### src/hdl/vgairq_pkg.sv
// shared types, codes and constant tables of the video gate array block
// no dependencies; imported by the front end, queue, back end and top level
package vgairq_pkg;

  localparam int INK_ENTRIES = 17;
  localparam int INK_IDX_W   = 5;
  localparam logic [INK_IDX_W-1:0] BORDER_IDX = INK_IDX_W'(INK_ENTRIES - 1);

  localparam int QUEUE_DEPTH = 4;
  localparam int QPTR_W      = 2;

  typedef enum logic [2:0] {
    OP_PORT_WRITE = 3'd0,
    OP_HSYNC      = 3'd1,
    OP_FRAME      = 3'd2,
    OP_IRQ_ACK    = 3'd3,
    OP_PIXEL      = 3'd4
  } op_t;

  typedef enum logic [1:0] {
    REG_PEN  = 2'd0,
    REG_INK  = 2'd1,
    REG_CTRL = 2'd2,
    REG_BANK = 2'd3
  } reg_sel_t;

  typedef enum logic [1:0] {
    JOB_STATUS = 2'd0,
    JOB_INK    = 2'd1,
    JOB_PIXEL  = 2'd2
  } job_kind_t;

  typedef struct packed {
    logic       irq_fired;
    logic       irq_pending;
    logic       vsync_active;
    logic [1:0] video_mode;
    logic       rom_lower;
    logic       rom_upper;
    logic [2:0] ram_config;
  } status_t;

  typedef struct packed {
    job_kind_t             kind;
    status_t               status;
    logic [7:0]            data;
    logic [INK_IDX_W-1:0]  ink_idx;
    logic [4:0]            ink_val;
  } job_t;

  localparam logic [4:0] INK_RESET [INK_ENTRIES] = '{
    5'd1, 5'd24, 5'd20, 5'd6, 5'd26, 5'd0, 5'd2, 5'd8, 5'd10,
    5'd12, 5'd14, 5'd16, 5'd18, 5'd22, 5'd24, 5'd16, 5'd6
  };

  localparam logic [23:0] HW_COLOUR [32] = '{
    24'hACACAC, 24'hACACAC, 24'h00FFAC, 24'hFFFFAC,
    24'h0000AC, 24'hFF00AC, 24'h00ACAC, 24'hFFACAC,
    24'hFF00AC, 24'hFFFFAC, 24'hFFFF00, 24'hFFFFFF,
    24'hFF0000, 24'hFF00FF, 24'hFFAC00, 24'hFFACFF,
    24'h0000AC, 24'h00FFAC, 24'h00FF00, 24'h00FFFF,
    24'h000000, 24'h0000FF, 24'h00AC00, 24'h00ACFF,
    24'hAC00AC, 24'hACFFAC, 24'hACFF00, 24'hACFFFF,
    24'hAC0000, 24'hAC00FF, 24'hACAC00, 24'hACACFF
  };

endpackage

### src/hdl/vgairq_front.sv
// front end: accepts items, owns the control registers and line counter,
// and turns each item into a job for the queue; uses vgairq_pkg
module vgairq_front import vgairq_pkg::*; #(
  parameter int IRQ_PERIOD = 52
) (
  input  logic        clk,
  input  logic        rst_n,
  input  logic        in_valid,
  output logic        in_stall,
  input  logic [2:0]  in_operation,
  input  logic [15:0] in_port_address,
  input  logic [7:0]  in_data_byte,
  input  logic [9:0]  in_vsync_line,
  input  logic [3:0]  in_vsync_length,
  input  logic        q_full,
  output logic        push,
  output job_t        job
);

  localparam logic [5:0] PERIOD = 6'(IRQ_PERIOD);

  logic [4:0] pen_r, pen_nxt;
  logic [1:0] mode_r, mode_nxt;
  logic       roml_r, roml_nxt;
  logic       romu_r, romu_nxt;
  logic [2:0] bank_r, bank_nxt;
  logic [5:0] line_r, line_nxt;
  logic       irq_r, irq_nxt;
  logic       vs_r, vs_nxt;
  logic [3:0] vrem_r, vrem_nxt;
  logic [9:0] scan_r, scan_nxt;
  logic       fired;
  logic       ink_wr;
  logic [5:0] lc;

  assign in_stall = q_full;
  assign push     = in_valid & ~q_full;

  always_comb begin
    pen_nxt  = pen_r;
    mode_nxt = mode_r;
    roml_nxt = roml_r;
    romu_nxt = romu_r;
    bank_nxt = bank_r;
    line_nxt = line_r;
    irq_nxt  = irq_r;
    vs_nxt   = vs_r;
    vrem_nxt = vrem_r;
    scan_nxt = scan_r;
    fired    = 1'b0;
    ink_wr   = 1'b0;
    lc       = line_r;
    unique case (op_t'(in_operation))
      OP_PORT_WRITE: begin
        if (in_port_address[15:14] == 2'b01) begin
          unique case (reg_sel_t'(in_data_byte[7:6]))
            REG_PEN: pen_nxt = in_data_byte[4:0];
            REG_INK: ink_wr = 1'b1;
            REG_CTRL: begin
              mode_nxt = in_data_byte[1:0];
              roml_nxt = ~in_data_byte[2];
              romu_nxt = ~in_data_byte[3];
              if (in_data_byte[4]) begin
                line_nxt = '0;
                irq_nxt  = 1'b0;
              end
            end
            REG_BANK: bank_nxt = in_data_byte[2:0];
            default: ;
          endcase
        end
      end
      OP_HSYNC: begin
        if (scan_r == in_vsync_line) begin
          lc       = (line_r < 6'd32) ? 6'd0 : 6'd32;
          irq_nxt  = 1'b0;
          vs_nxt   = 1'b1;
          vrem_nxt = (in_vsync_length != 4'd0) ? in_vsync_length : 4'd4;
        end
        if (vs_nxt && vrem_nxt != 4'd0) begin
          vrem_nxt = vrem_nxt - 4'd1;
          if (vrem_nxt == 4'd0) vs_nxt = 1'b0;
        end
        lc = lc + 6'd1;
        if (lc >= PERIOD) begin
          lc      = '0;
          irq_nxt = 1'b1;
          fired   = 1'b1;
        end
        line_nxt = lc;
        if (scan_r != 10'h3FF) scan_nxt = scan_r + 10'd1;
      end
      OP_FRAME: begin
        scan_nxt = '0;
        vs_nxt   = 1'b0;
        vrem_nxt = '0;
      end
      OP_IRQ_ACK: irq_nxt = 1'b0;
      OP_PIXEL: ;
      default: ;
    endcase
  end

  always_comb begin
    job.kind    = ink_wr ? JOB_INK :
                  (op_t'(in_operation) == OP_PIXEL) ? JOB_PIXEL : JOB_STATUS;
    job.status.irq_fired    = fired;
    job.status.irq_pending  = irq_nxt;
    job.status.vsync_active = vs_nxt;
    job.status.video_mode   = mode_nxt;
    job.status.rom_lower    = roml_nxt;
    job.status.rom_upper    = romu_nxt;
    job.status.ram_config   = bank_nxt;
    job.data    = in_data_byte;
    job.ink_idx = pen_r[4] ? BORDER_IDX : {1'b0, pen_r[3:0]};
    job.ink_val = in_data_byte[4:0];
  end

  always_ff @(posedge clk) begin
    if (!rst_n) begin
      pen_r  <= '0;
      mode_r <= 2'd1;
      roml_r <= 1'b1;
      romu_r <= 1'b1;
      bank_r <= '0;
      line_r <= '0;
      irq_r  <= 1'b0;
      vs_r   <= 1'b0;
      vrem_r <= '0;
      scan_r <= '0;
    end else if (push) begin
      pen_r  <= pen_nxt;
      mode_r <= mode_nxt;
      roml_r <= roml_nxt;
      romu_r <= romu_nxt;
      bank_r <= bank_nxt;
      line_r <= line_nxt;
      irq_r  <= irq_nxt;
      vs_r   <= vs_nxt;
      vrem_r <= vrem_nxt;
      scan_r <= scan_nxt;
    end
  end

endmodule

### src/hdl/vgairq_queue.sv
// short job queue between front end and back end
// uses job_t and depth constants from vgairq_pkg
module vgairq_queue import vgairq_pkg::*; (
  input  logic clk,
  input  logic rst_n,
  input  logic push,
  input  job_t push_job,
  input  logic pop,
  output logic full,
  output logic head_valid,
  output job_t head_job
);

  localparam logic [QPTR_W:0] DEPTH = (QPTR_W + 1)'(QUEUE_DEPTH);

  job_t              slot_r [QUEUE_DEPTH];
  logic [QPTR_W-1:0] wr_r, wr_nxt;
  logic [QPTR_W-1:0] rd_r, rd_nxt;
  logic [QPTR_W:0]   cnt_r, cnt_nxt;

  assign full       = (cnt_r == DEPTH);
  assign head_valid = (cnt_r != '0);
  assign head_job   = slot_r[rd_r];

  always_comb begin
    wr_nxt  = push ? wr_r + 1'b1 : wr_r;
    rd_nxt  = pop ? rd_r + 1'b1 : rd_r;
    cnt_nxt = cnt_r + (QPTR_W + 1)'(push) - (QPTR_W + 1)'(pop);
  end

  always_ff @(posedge clk) begin
    if (!rst_n) begin
      wr_r  <= '0;
      rd_r  <= '0;
      cnt_r <= '0;
    end else begin
      wr_r  <= wr_nxt;
      rd_r  <= rd_nxt;
      cnt_r <= cnt_nxt;
    end
  end

  always_ff @(posedge clk) begin
    if (push) slot_r[wr_r] <= push_job;
  end

endmodule

### src/hdl/vgairq_back.sv
// back end: owns the ink table, applies ink writes and expands jobs into
// result words, one per cycle unless the receiver stalls, into the output register; uses vgairq_pkg
module vgairq_back import vgairq_pkg::*; (
  input  logic        clk,
  input  logic        rst_n,
  input  logic        head_valid,
  input  job_t        head_job,
  output logic        pop,
  output logic        out_valid,
  input  logic        out_stall,
  output logic        out_irq_fired,
  output logic        out_irq_pending,
  output logic        out_vsync_active,
  output logic [1:0]  out_video_mode,
  output logic        out_rom_lower_enabled,
  output logic        out_rom_upper_enabled,
  output logic [2:0]  out_ram_config,
  output logic [23:0] out_pixel_color,
  output logic        out_pixel_valid,
  output logic        out_last
);

  logic [4:0]           ink_r [INK_ENTRIES];
  logic [2:0]           step_r, step_nxt;
  logic                 ovalid_r;
  status_t              ostat_r;
  logic [23:0]          ocolor_r;
  logic                 opix_r;
  logic                 olast_r;
  logic                 emit;
  logic                 is_pix;
  logic                 last_step;
  logic [INK_IDX_W-1:0] pen;
  logic [7:0]           d;
  logic [2:0]           p;
  logic [1:0]           q;

  assign emit      = head_valid & (~ovalid_r | ~out_stall);
  assign is_pix    = (head_job.kind == JOB_PIXEL);
  assign last_step = ~is_pix |
                     (head_job.status.video_mode[1] ? (step_r == 3'd7) : (step_r == 3'd3));
  assign pop       = emit & last_step;

  // pen of the pixel at the current step
  always_comb begin
    d = head_job.data;
    p = step_r;
    q = step_r[1:0];
    unique case (head_job.status.video_mode)
      2'd0: pen = p[1] ? {1'b0, d[0], d[4], d[2], d[6]} : {1'b0, d[1], d[5], d[3], d[7]};
      2'd1: pen = {3'b000, d[3'd3 - {1'b0, q}], d[3'd7 - {1'b0, q}]};
      2'd2: pen = {4'b0000, d[3'd7 - p]};
      default: pen = BORDER_IDX;
    endcase
  end

  always_comb begin
    step_nxt = step_r;
    if (emit) step_nxt = last_step ? 3'd0 : step_r + 3'd1;
  end

  always_ff @(posedge clk) begin
    if (!rst_n) begin
      for (int i = 0; i < INK_ENTRIES; i++) ink_r[i] <= INK_RESET[i];
      step_r   <= '0;
      ovalid_r <= 1'b0;
    end else begin
      step_r <= step_nxt;
      if (emit) begin
        ovalid_r <= 1'b1;
        if (head_job.kind == JOB_INK) ink_r[head_job.ink_idx] <= head_job.ink_val;
      end else if (~out_stall) begin
        ovalid_r <= 1'b0;
      end
    end
  end

  always_ff @(posedge clk) begin
    if (emit) begin
      ostat_r  <= head_job.status;
      ocolor_r <= is_pix ? HW_COLOUR[ink_r[pen]] : 24'h000000;
      opix_r   <= is_pix;
      olast_r  <= last_step;
    end
  end

  assign out_valid             = ovalid_r;
  assign out_irq_fired         = ostat_r.irq_fired;
  assign out_irq_pending       = ostat_r.irq_pending;
  assign out_vsync_active      = ostat_r.vsync_active;
  assign out_video_mode        = ostat_r.video_mode;
  assign out_rom_lower_enabled = ostat_r.rom_lower;
  assign out_rom_upper_enabled = ostat_r.rom_upper;
  assign out_ram_config        = ostat_r.ram_config;
  assign out_pixel_color       = ocolor_r;
  assign out_pixel_valid       = opix_r;
  assign out_last              = olast_r;

endmodule

### src/hdl/video_gate_array_registers_irq.sv
// video gate array: register file, line interrupt counter and pixel decoder
// Items enter on the in_ channel (valid/stall) and results leave on the out_
// channel. Every item except a pixel byte gives one status word with last set;
// a pixel byte gives four words (modes 0 and 1) or eight (modes 2 and 3), one
// per cycle unless the receiver stalls, the last one flagged by out_last.
// Status fields show the state after the item.
// The front end applies port writes, hsync, frame start and interrupt
// acknowledge at acceptance and passes a job to a four-entry queue; the back
// end owns the ink table and drains jobs into the output register. The first
// word passes through a queue slot and then the output register. The back
// end emits one word per cycle while the receiver does not stall. in_stall
// rises only while the queue is full.
// When the receiver stalls, the output word holds and the back end waits;
// the front keeps taking items until the queue fills.
// Reset (rst_n low, synchronous) loads the firmware ink colours, mode 1,
// both ROMs enabled, and empties queue and output register.
// uses vgairq_pkg, vgairq_front, vgairq_queue, vgairq_back
module video_gate_array_registers_irq import vgairq_pkg::*; #(
  parameter int IRQ_PERIOD = 52
) (
  input  logic        clk,
  input  logic        rst_n,
  input  logic        in_valid,
  output logic        in_stall,
  input  logic [2:0]  in_operation,
  input  logic [15:0] in_port_address,
  input  logic [7:0]  in_data_byte,
  input  logic [9:0]  in_vsync_line,
  input  logic [3:0]  in_vsync_length,
  output logic        out_valid,
  input  logic        out_stall,
  output logic        out_irq_fired,
  output logic        out_irq_pending,
  output logic        out_vsync_active,
  output logic [1:0]  out_video_mode,
  output logic        out_rom_lower_enabled,
  output logic        out_rom_upper_enabled,
  output logic [2:0]  out_ram_config,
  output logic [23:0] out_pixel_color,
  output logic        out_pixel_valid,
  output logic        out_last
);

  logic q_full;
  logic push;
  job_t push_job;
  logic pop;
  logic head_valid;
  job_t head_job;

  vgairq_front #(.IRQ_PERIOD(IRQ_PERIOD)) u_front (
    .clk             (clk),
    .rst_n           (rst_n),
    .in_valid        (in_valid),
    .in_stall        (in_stall),
    .in_operation    (in_operation),
    .in_port_address (in_port_address),
    .in_data_byte    (in_data_byte),
    .in_vsync_line   (in_vsync_line),
    .in_vsync_length (in_vsync_length),
    .q_full          (q_full),
    .push            (push),
    .job             (push_job)
  );

  vgairq_queue u_queue (
    .clk        (clk),
    .rst_n      (rst_n),
    .push       (push),
    .push_job   (push_job),
    .pop        (pop),
    .full       (q_full),
    .head_valid (head_valid),
    .head_job   (head_job)
  );

  vgairq_back u_back (
    .clk                   (clk),
    .rst_n                 (rst_n),
    .head_valid            (head_valid),
    .head_job              (head_job),
    .pop                   (pop),
    .out_valid             (out_valid),
    .out_stall             (out_stall),
    .out_irq_fired         (out_irq_fired),
    .out_irq_pending       (out_irq_pending),
    .out_vsync_active      (out_vsync_active),
    .out_video_mode        (out_video_mode),
    .out_rom_lower_enabled (out_rom_lower_enabled),
    .out_rom_upper_enabled (out_rom_upper_enabled),
    .out_ram_config        (out_ram_config),
    .out_pixel_color       (out_pixel_color),
    .out_pixel_valid       (out_pixel_valid),
    .out_last              (out_last)
  );

endmodule

### config.mk
export PLATFORM = sky130hd
export DESIGN_NAME = video_gate_array_registers_irq
export DESIGN_NICKNAME = d
export VERILOG_FILES = /design/src/hdl/vgairq_pkg.sv /design/src/hdl/vgairq_front.sv /design/src/hdl/vgairq_queue.sv /design/src/hdl/vgairq_back.sv /design/src/hdl/video_gate_array_registers_irq.sv
export SDC_FILE = /design/constraint.sdc
export NUM_CORES = 1
export LEC_CHECK = 0
export BUFFER_PORTS_ARGS = -buffer_cell sky130_fd_sc_hd__buf_2
export CORE_MARGIN = 1
export CORE_UTILIZATION = 59
export CTS_CLUSTER_SIZE = 25
export DETAILED_ROUTE_END_ITERATION = 16
export GPL_ROUTABILITY_DRIVEN = 0
export PLACE_DENSITY = 0.78
export REMOVE_ABC_BUFFERS = 1
export SLEW_MARGIN = 20
export SYNTH_ARGS = -nofsm -noshare
export SYNTH_HDL_FRONTEND = slang
export SYNTH_SLANG_ARGS = --single-unit
export TNS_END_PERCENT = 50
### constraint.sdc
create_clock -name clk -period 4.75 [get_ports clk]
set_clock_uncertainty 0.2 [all_clocks]
set_input_delay 0.2375 -clock clk [delete_from_list [all_inputs] [get_ports clk]]
set_output_delay 0.2375 -clock clk [all_outputs]
set_load 0.01 [all_outputs]
== Word-level counts from Yosys, hierarchy flattened ==
Memory sizes are Yosys's and may differ from the RTL's. A register that Yosys moved wholly into a read port is not among the register bits.
Index checks and enable logic that the tools add are counted.

* Register bits: 57
* RAM bits: 205
* Bits in read-only memories: 768
* Output and inout port bits: 38
* Word-level logic and storage cells: 163
* Memories: 3

{| class="wikitable"
|+ Memory list
! memory !! words !! bits a word !! rd ports !! clocked after memory_dff !! write ports !! line !! RTL
|-
| (name not given) || 32 || 24 || 1 || 1 || 0 || vgairq_back.sv:81 || <nowiki>ocolor_r <= is_pix ? HW_COLOUR[ink_r[pen]] : 24'h000000;</nowiki>
|-
| u_queue.slot_r || 4 || 30 || 1 || 1 || 1 || vgairq_queue.sv:16 || <nowiki>job_t slot_r [QUEUE_DEPTH];</nowiki>
|-
| u_back.ink_r || 17 || 5 || 1 || 0 || 17 || vgairq_back.sv:23 || <nowiki>logic [4:0] ink_r [INK_ENTRIES];</nowiki>
|}

* $add $sub $neg: 11
* Order comparisons: 5
* Equality and inequality tests: 22
* Muxes and demuxes: 70
* Bitwise gates (word level): 12
* Reduce and logical (&&, ||, !) cells: 16

{| class="wikitable"
|+ Operators with widths
! cell !! number
|-
| $mux 6 || 7
|-
| $mux 1 || 34
|-
| $mux 4 || 5
|-
| $pmux 10 s2 || 1
|-
| $mux 5 || 3
|-
| $pmux 5 s3 || 1
|-
| $mux 2 || 7
|-
| $lt 3x4->1 const B || 3
|-
| $mux 3 || 4
|-
| $pmux 6 s2 || 1
|-
| $add 10x1->10 const B || 1
|-
| $eq 10x10->1 || 1
|-
| $mux 10 || 1
|-
| $ne 10x10->1 const B || 1
|-
| $bmux 1 s3 || 3
|-
| $eq 3x2->1 const B || 3
|-
| $eq 3x3->1 const B || 3
|-
| $eq 2x1->1 const B || 4
|-
| $eq 2x2->1 const B || 4
|-
| $ne 2x1->1 const B || 4
|-
| $pmux 4 s2 || 1
|-
| $reduce_bool 4->1 || 2
|-
| $add 6x1->6 const B || 1
|-
| $ge 6x6->1 const B || 1
|-
| 29 further kinds || 40
|}

== Depth between registers and ports, before layout ==
Gate-level depths: netlist of run 1.

* Depth in word-level cells: 9
* Mapped depth: 16

== Cells and area by module ==
A second synthesis of run 1 with hierarchy kept.

* Cell total of the unflattened synthesis: 964
* Area, all modules: 13117.6 um2

{| class="wikitable"
|+ By module, submodules not included
! module !! times used !! cells an instance !! area an instance (um2) !! seq. area each (um2)
|-
| vgairq_back || 1 || 476 || 5980.7 || 3563.4
|-
| vgairq_queue || 1 || 198 || 4765.8 || 3783.6
|-
| vgairq_front || 1 || 290 || 2371.0 || 680.7
|}

== Worst setup path after synthesis of run 1 ==
OpenSTA, ideal clock, no wires.

* Kind: reg-to-reg
* Start: register (tool-made name)
* End: register u_back.ocolor_r[15], in the netlist u_back.out_pixel_color[15] (data pin)
* Setup time: 0.261 ns
* Arrival time: 3.425 ns
* Data required time: 4.289 ns
* Setup slack: 0.865 ns
* Stages on the path, launching flop included: 14
* Cells stage by stage: dfxtp_1 buf_6 mux2_4 o21ai_2 inv_2 mux4_2 a32oi_4 o31a_4 buf_6 mux2_1 a222oi_1 a41oi_1 and2_1 o311a_1

{| class="wikitable"
|+ RTL lines
! item !! line !! RTL
|-
| end, declared || vgairq_back.sv:27 || <nowiki>logic [23:0] ocolor_r;</nowiki>
|}

==> summary.md, run 1 <==
| Metric | Value |
|---|---|
| Run status | `completed` |
| Hold_ws | `65.32 ps` |
| Post-route ant nets | `0` |
| R2r setup slk | `350 ps` |
| Vias per inst | `5.940` |
| Final Cell Area | `13,390 sq um` |
| Global-route wire length before repair | `39.81 mm` |
| Htree depth | `1` |
| F_max | `227.4 MHz` |
| Maximum capacitance violations | `0` |
| 1st-pass router iterations | `5` |
| Die width | `143.6 um` |
| RSZ-0062 raised after global routing | `no` |
| Slew Limit Headroom | `32.68%` |
| Register area share after synthesis | `61.05%` |
| CTS tree | `done` |
| Detail Route met2 WL | `12.65 mm` |
| Ys flop type | `edfxtp_1` |
| Top Metal Used | `met4` |
| Placed insts | `1,243` |
| Initial Util | `60.54%` |
| Die height | `143.6 um` |
| #FFs+latches synth | `256` |
| Yosys cell types | `75` |
| Pin count of the biggest net entering global routing | `57` |
| Total gr overflow | `0` |
| Slowest stage cell on the critical path | `mux4_2` |
| PD cells | `566.2 nW/um^2` |
| Reg2reg path depth | `10` |
| Part of the cycle the worst path needs | `92.57%` |
| Avg WL per Cell | `19.86 um` |
| Layout cells sized above 1 | `21.14%` |
| Syn_area_per_cell | `12.58 sq um` |
| Yosys warnings | `0` |
| Iteration-0 DRC Markers | `882` |
| Clock sink total | `256` |
| Leakage | `4.843 nW` |
| N_diodes | `0` |
| Worst-path maximum fanout | `16` |
| Tightest Pin Transition | `1001 ps` |
| CP Launch Type | `flip-flop` |
| Clock slew at reported path FFs | `60 ps` |
| Root buffer cell | `clkbuf_16` |
| EDFF count, synth | `209` |
| Critical-path cell list | `buf_4 -> mux4_2 -> nor3b_1 -> a32oi_4 -> o31a_4 -> mux2_2 -> a222oi_1 -> a41oi_1 -> and2_1 -> o311a_1` |
| Initial antenna violation count | `1` |
| Drt drc | `0` |
| Total CTS buffers | `26` |
| Worst VDD drop | `352.0 uV` |
| Die area | `20,610 sq um` |
| Worst EP required | `4820 ps` |
| Post-synthesis cell area | `11,820 sq um` |
| Met3 WL post-DR | `1.922 mm` |
| Final hold vios | `0` |
| Final setup violation count | `0` |
| Placed Area | `12,380 sq um` |
| M1 wire length | `10.32 mm` |
| Total number of vias | `7,728` |
| Final non-filler cell total | `1,301` |
| Hold Crit Class | `input port to flip-flop` |
| CP endpoint kind | `flip-flop` |
| CP Class | `flip-flop to flip-flop` |
| Layout Nets | `1,076` |
| Multi-input combinational cell area | `4168 sq um` |
| GRT Util Overall | `25.86%` |
| Vias in the first global route | `7,454` |
| Max clock buf depth | `3` |
| Register Area | `7218 sq um` |
| Fill count | `1,385` |
| Total Wirelength | `25.83 mm` |
| Minimum clock period | `4397 ps` |
| Mapped Cells | `940` |
| Hold Startpoint | `in_port_address[15]` |
| Worst Hold End | `u_queue.slot_r[0][28]$_DFFE_PP_` |
| Post-CTS setup buffer count | `0` |
| IO Port Bufs | `68` |
| Post-Route Utilization | `68.58%` |
| I/O pin count | `83` |
| Max Slew Vio Count | `0` |
| Row count | `51` |
| Critical path arrival | `4470 ps` |
| FFs w/ async S/R, synth | `0%` |
| Synthesis-to-finish area growth | `13.27%` |
| R2R Path End | `u_back.out_pixel_color[21]$_SDFFCE_PN0P_` |
| Hold path cells | `4` |
| Dpl hpwl | `17.12 mm` |
| Clock Latency Late Sink | `530 ps` |
| Floorplan Core Area | `19,530 sq um` |
| Crit path largest cell delay | `660 ps` |
==> worst max-delay path by stage <==
stage / start / end / slack, ps / cells past startpoint
floorplan: flip-flop / u_back.out_pixel_color[15]$_SDFFCE_PN0P_ / -560 / 11
CTS: flip-flop / u_back.out_pixel_color[15]$_SDFFCE_PN0P_ / 310 / 11
detailed placement: flip-flop / u_back.out_pixel_color[15]$_SDFFCE_PN0P_ / 330 / 11
global placement: flip-flop / u_back.out_pixel_color[15]$_SDFFCE_PN0P_ / 380 / 11
finish: flip-flop / u_back.out_pixel_color[21]$_SDFFCE_PN0P_ / 350 / 10
global route: flip-flop / u_back.out_pixel_color[15]$_SDFFCE_PN0P_ / 180 / 11
==> synth_stat cells (7+ instances only) <==
cell	n	area, sq um
clkbuf_1	26	97.59
nand2_1	101	379.1
inv_1	20	75.07
nand2b_1	15	93.84
mux4_2	20	450.4
a22oi_1	7	52.55
nand3_1	40	200.2
nand4_1	10	62.56
nor2_1	104	390.4
ha_1	14	175.2
mux2i_1	35	350.3
buf_2	8	40.04
and2_1	15	93.84
a21oi_1	14	70.07
xor2_1	10	87.58
xnor2_1	16	140.1
buf_4	20	150.1
o21ai_0	13	65.06
nor3b_1	10	75.07
nor3_1	16	80.08
dfxtp_1	47	940.9
nor2b_1	32	200.2
mux2_2	24	270.3
edfxtp_1	209	6276
==> sequential cells by signal, summed over array words and instances, names as in the netlist, 4 cells and up, named ones only <==
register and flops:
u_back.out_pixel_color 6, u_front.pen_r 5, u_front.line_r 6, u_front.scan_r 10, u_front.vrem_r 4, u_queue.slot_r 100, u_back.ink_r 91
==> report_power, final <==
group / internal [mW] / total (mW) / switching, mW
Sequential: 2.74 / 2.86 / 0.118
Clock: 1.28 / 2.14 / 0.860
Combinational: 1.01 / 2.58 / 1.57
Total: 5.03 / 7.58 / 2.55
==> per-stage QoR <==
step	TNS (ps)	worst slack (ps)	total power, mW
3_3_place_gp	0	378.9	5.389
6_report	0	353.0	7.582
5_1_grt	0	178.0	7.911
3_5_place_dp	0	328.1	5.451
2_1_floorplan	-2464	-562.1	4.536
4_1_cts	0	313.3	7.601
==> worst max-delay path, delay by kind of cell, from the launching register on <==
kind,cells,cell delay (ps)
buffers and inverters,1,310
AO/OA/AOI/OAI,5,1590
AND/OR/NAND/NOR,2,470
flip-flops,1,500
multiplexers,2,1030
==> kinds of logic (layout without fill, tap and decap cells) <==
logic type | after synthesis | after routing | share of synthesized area (%)
mux | 85 | 85 | 9.759
simple gates | 368 | 368 | 14.74
compound gates | 105 | 105 | 7.070
buf+inv | 85 | 181 | 3.800
flops | 256 | 256 | 61.05
xor+xnor | 26 | 26 | 1.926
fa+ha+maj | 15 | 15 | 1.651
==> per-layer routing <==
metal,up-vias,track usage [%]
met4,0,10.13
met1,3693,33.33
met3,76,3.899
met5,-,0
li1,3573,-
met2,386,44.10
==> placed cells by master, fill, tap and decap left out, types with 6 or more instances in the layout <==
| cell type | count |
|---|---|
| a211oi_1 | 6 |
| a21oi_1 | 14 |
| a22oi_1 | 7 |
| and2_1 | 15 |
| buf_2 | 68 |
| buf_4 | 31 |
| clkbuf_16 | 26 |
| dfxtp_1 | 46 |
| dlygate4sd3_1 | 10 |
| edfxtp_1 | 209 |
| ha_1 | 14 |
| inv_1 | 20 |
| mux2_2 | 24 |
| mux2i_1 | 35 |
| mux4_2 | 20 |
| nand2_1 | 101 |
| nand2b_1 | 15 |
| nand3_1 | 40 |
| nand4_1 | 10 |
| nor2_1 | 104 |
| nor2b_1 | 32 |
| nor3_1 | 16 |
| nor3b_1 | 10 |
| o21ai_0 | 13 |
| or2_2 | 6 |
| xnor2_1 | 16 |
| xor2_1 | 10 |
==> final cells by class <==
class,instances,area share [%]
clock buffers,27,4.887
clock inverters,21,1.906
flip-flops and latches,256,53.91
inverters,24,0.6728
well taps,265,2.476
multi-input cells,599,31.13
repair buffers,109,5.027
==> repair_timing <==
| item | 4_1_cts | 5_1_grt |
|---|---|---|
| hold endpoints to repair | 50 | 0 |
| hold buffers | 10 | 0 |
| gates resized for setup | 0 | 0 |
No activity file was read; power rests on OpenSTA's default activity.
==> run 2, diff against run 1 <==
ABC_AREA = 1   (was unset)
CORE_UTILIZATION = 60   (was 59)
PLACE_DENSITY = 0.79   (was 0.78)
==> summary.md, run 2 <==
| Metric | Value |
|---|---|
| Root buffer cell | `clkbuf_16 (unchanged)` |
| Run status | `completed (unchanged)` |
| Final Cell Area | `14,630 sq um (was 13,390 sq um)` |
| Worst-path maximum fanout | `28 (was 16)` |
| Initial Util | `61.97% (was 60.54%)` |
| Total number of vias | `9,696 (was 7,728)` |
| Detail Route met2 WL | `14.83 mm (was 12.65 mm)` |
| Tightest Pin Transition | `908.8 ps (was 1001 ps)` |
| Total Wirelength | `29.27 mm (was 25.83 mm)` |
| Total gr overflow | `0 (unchanged)` |
| Global-route wire length before repair | `45.79 mm (was 39.81 mm)` |
| Max Slew Vio Count | `0 (unchanged)` |
| Post-CTS setup buffer count | `0 (unchanged)` |
| Critical-path cell list | `inv_2 -> buf_4 -> nand2_1 -> nand3_1 -> nand2_4 -> nand2_1 -> nand3_1 -> nand3_1 -> nand3_2 -> nand2_2 -> clkinv_1 -> nand2_1 -> nand2_1 -> nand2_1 -> nand3_1 -> nand3_1 -> nand3_1 -> nand2_1 -> nand2_1 -> nand2_1 -> nand2_1 -> nor2_1 (was buf_4 -> mux4_2 -> nor3b_1 -> a32oi_4 -> o31a_4 -> mux2_2 -> a222oi_1 -> a41oi_1 -> and2_1 -> o311a_1)` |
| N_diodes | `0 (unchanged)` |
| Worst EP required | `4940 ps (was 4820 ps)` |
| Met3 WL post-DR | `2.003 mm (was 1.922 mm)` |
| Max clock buf depth | `3 (unchanged)` |
| Ys flop type | `edfxtp_1 (unchanged)` |
| Synthesis-to-finish area growth | `10.90% (was 13.27%)` |
| Slowest stage cell on the critical path | `clkinv_1 (was mux4_2)` |
| CP top delay family | `simple AND/OR/NAND/NOR gates (was compound AO/OA/AOI/OAI gates)` |
| RSZ-0062 raised after global routing | `no (unchanged)` |
| #FFs+latches synth | `285 (was 256)` |
| Floorplan Core Area | `21,290 sq um (was 19,530 sq um)` |
| Final hold vios | `0 (unchanged)` |
| Row count | `53 (was 51)` |
| Dpl hpwl | `18.58 mm (was 17.12 mm)` |
| Most frequent cells in the layout | `nand2_1 (311), edfxtp_1 (238), inv_1 (170), nor2_1 (161), nand3_1 (128) (was edfxtp_1 (209), nor2_1 (104), nand2_1 (101), buf_2 (68), dfxtp_1 (46))` |
| 1st-pass router iterations | `7 (was 5)` |
| FFs w/ async S/R, synth | `0% (unchanged)` |
| Die area | `22,580 sq um (was 20,610 sq um)` |
| Leakage | `5.821 nW (was 4.843 nW)` |
| Crit path largest cell delay | `490 ps (was 660 ps)` |
| Minimum clock period | `4279 ps (was 4397 ps)` |
| CP endpoint kind | `flip-flop (unchanged)` |
| Post-synthesis cell area | `13,190 sq um (was 11,820 sq um)` |
| Post-route ant nets | `0 (unchanged)` |
| Critical path arrival | `4470 ps (about the same)` |
| Iteration-0 DRC Markers | `795 (was 882)` |
| F_max | `233.7 MHz (was 227.4 MHz)` |
| M1 wire length | `11.31 mm (was 10.32 mm)` |
| Area leader, netlist | `edfxtp_1 (unchanged)` |
| Yosys cell types | `45 (was 75)` |
| Mapped Cells | `1,375 (was 940)` |
| Htree depth | `1 (unchanged)` |
| CP Launch Type | `flip-flop (unchanged)` |
| Largest regs | `u_back.ink_r (120), u_queue.slot_r (100), u_front.scan_r (10) (was u_queue.slot_r (100), u_back.ink_r (91), u_front.scan_r (10))` |
| Vias in the first global route | `9,376 (was 7,454)` |
| Placed Area | `13,640 sq um (was 12,380 sq um)` |
| CTS tree | `done (unchanged)` |
| Yosys warnings | `0 (unchanged)` |
| Hold_ws | `19.22 ps (was 65.32 ps)` |
| Hold buffers post-CTS | `12 (was 10)` |
| CP bufs+invs | `3 (was 1)` |
| Final setup violation count | `0 (unchanged)` |
| Register area share after synthesis | `61.31% (was 61.05%)` |
| Die height | `150.3 um (was 143.6 um)` |
| Largest register FFs | `120 (was 100)` |
| EDFF count, synth | `238 (was 209)` |
| Part of the cycle the worst path needs | `90.09% (was 92.57%)` |
| Crit-path most repeated cell | `nand2_1` |
| Layout Nets | `1,495 (was 1,076)` |
| Total CTS buffers | `28 (was 26)` |
| Tot Pwr | `9.579 mW (was 7.582 mW)` |
| I/O pin count | `83 (unchanged)` |
| Pin count of the biggest net entering global routing | `51 (was 57)` |
| Worst VDD drop | `466.9 uV (was 352.0 uV)` |
| Most common library cells after synthesis | `nand2_1 (311), edfxtp_1 (238), inv_1 (170) (was edfxtp_1 (209), nor2_1 (104), nand2_1 (101))` |
| Vias per inst | `5.598 (was 5.940)` |
| IO Port Bufs | `68 (unchanged)` |
| Clock slew at reported path FFs | `60 ps (about the same)` |
| Avg WL per Cell | `16.90 um (was 19.86 um)` |
| Maximum capacitance violations | `0 (unchanged)` |
| Most numerous cell in the Yosys netlist | `nand2_1 (was edfxtp_1)` |
| Clock Latency Late Sink | `540 ps (was 530 ps)` |
| Die width | `150.3 um (was 143.6 um)` |
| Syn_area_per_cell | `9.594 sq um (was 12.58 sq um)` |
| CP Class | `flip-flop to flip-flop (unchanged)` |
| Slew Limit Headroom | `39.19% (was 32.68%)` |
| Top cells by area, synth | `edfxtp_1 (54%), nand2_1 (8.8%), dfxtp_1 (7.1%), nand3_1 (4.9%), inv_1 (4.8%) (was edfxtp_1 (53%), dfxtp_1 (8.0%), mux4_2 (3.8%), nor2_1 (3.3%), nand2_1 (3.2%))` |
| Commonest non-fill, non-tap cell in the layout | `nand2_1 (was edfxtp_1)` |
| Post-CTS Resized | `0 (unchanged)` |
| Top Metal Used | `met4 (unchanged)` |
| Layout cells sized above 1 | `10.23% (was 21.14%)` |
| Drt drc | `0 (unchanged)` |
| Initial antenna violation count | `0 (was 1)` |
| Synth top area share | `54.18% (was 53.09%)` |
| Fill count | `1,569 (was 1,385)` |
| Biggest register | `u_back.ink_r (was u_queue.slot_r)` |
| PD cells | `654.8 nW/um^2 (was 566.2 nW/um^2)` |
| Post-Route Utilization | `68.72% (was 68.58%)` |
| Hold Crit Class | `input port to flip-flop (unchanged)` |
| GRT Util Overall | `26.42% (was 25.86%)` |
| Clock sink total | `285 (was 256)` |
run 2: through the flow:
step | instances | setup WS (ps) | TNS, ps
floorplan | 1303 | -265.5 | -1406
global placement | 1668 | 716.5 | 0
detailed placement | 1668 | 595.5 | 0
CTS | 1732 | 546.1 | 0
global route | 1732 | 139.0 | 0
finish | 1732 | 470.6 | 0
run 2: cell families (layout without fill, tap and decap cells):
group	count (synthesis)	count (layout)	synth area share (%)
AOI/OAI and AO/OA	152	152	6.715
adders and majority gates	15	15	1.480
and+or+nand+nor	664	664	21.58
xor gates and xnor gates	12	12	0.7967
buffers and inverters	247	329	8.119
DFF	285	285	61.31
run 2: tightest hold or removal path, cell delays in order:
cell	delay (ps)
buf_2	90
inv_1	40
nor2_1	40
buf_4	180
nand2_1	80
nand2_1	40
run 2: routing by layer:
layer,vias to the layer above,global-route usage (%)
met4,0,11.62
met1,4510,31.88
li1,4673,-
met5,-,0
met3,84,3.091
met2,429,47.49
run 2: path summary, 6_finish.rpt:
check,slack (ps),startpoint,to,cells after the start
worst max-delay path,470,flip-flop,u_back.out_pixel_color[14]$_SDFFCE_PN0P_,22
worst min-delay path,20,in_valid,u_front.romu_r$_SDFFE_PN1P_,6
worst max register to register,470,flip-flop,u_back.out_pixel_color[14]$_SDFFCE_PN0P_,22
worst min register to register,260,u_front.pen_r[0]$_SDFFE_PN0P_,u_front.pen_r[0]$_SDFFE_PN0P_,2
run 2: area by class of cell:
class                   instances  area [sq um]  share of cell area, %
clock buffers                  45         835.8                  5.713
clock inverters                 7         36.28                 0.2480
inverters                     175         656.9                  4.490
multi-input cells             843          4043                  27.63
flip-flops and latches        285          8088                  55.29
well taps                     275         344.1                  2.352
repair buffers                102         625.6                  4.276
run 2: where the power goes:
| part | leakage [nW] | switching, mW | internal, mW |
|---|---|---|---|
| registers | 2.57 | 0.116 | 3.11 |
| clock network | 0.428 | 0.899 | 1.20 |
| logic | 2.82 | 3.05 | 1.20 |
| total | 5.82 | 4.06 | 5.51 |
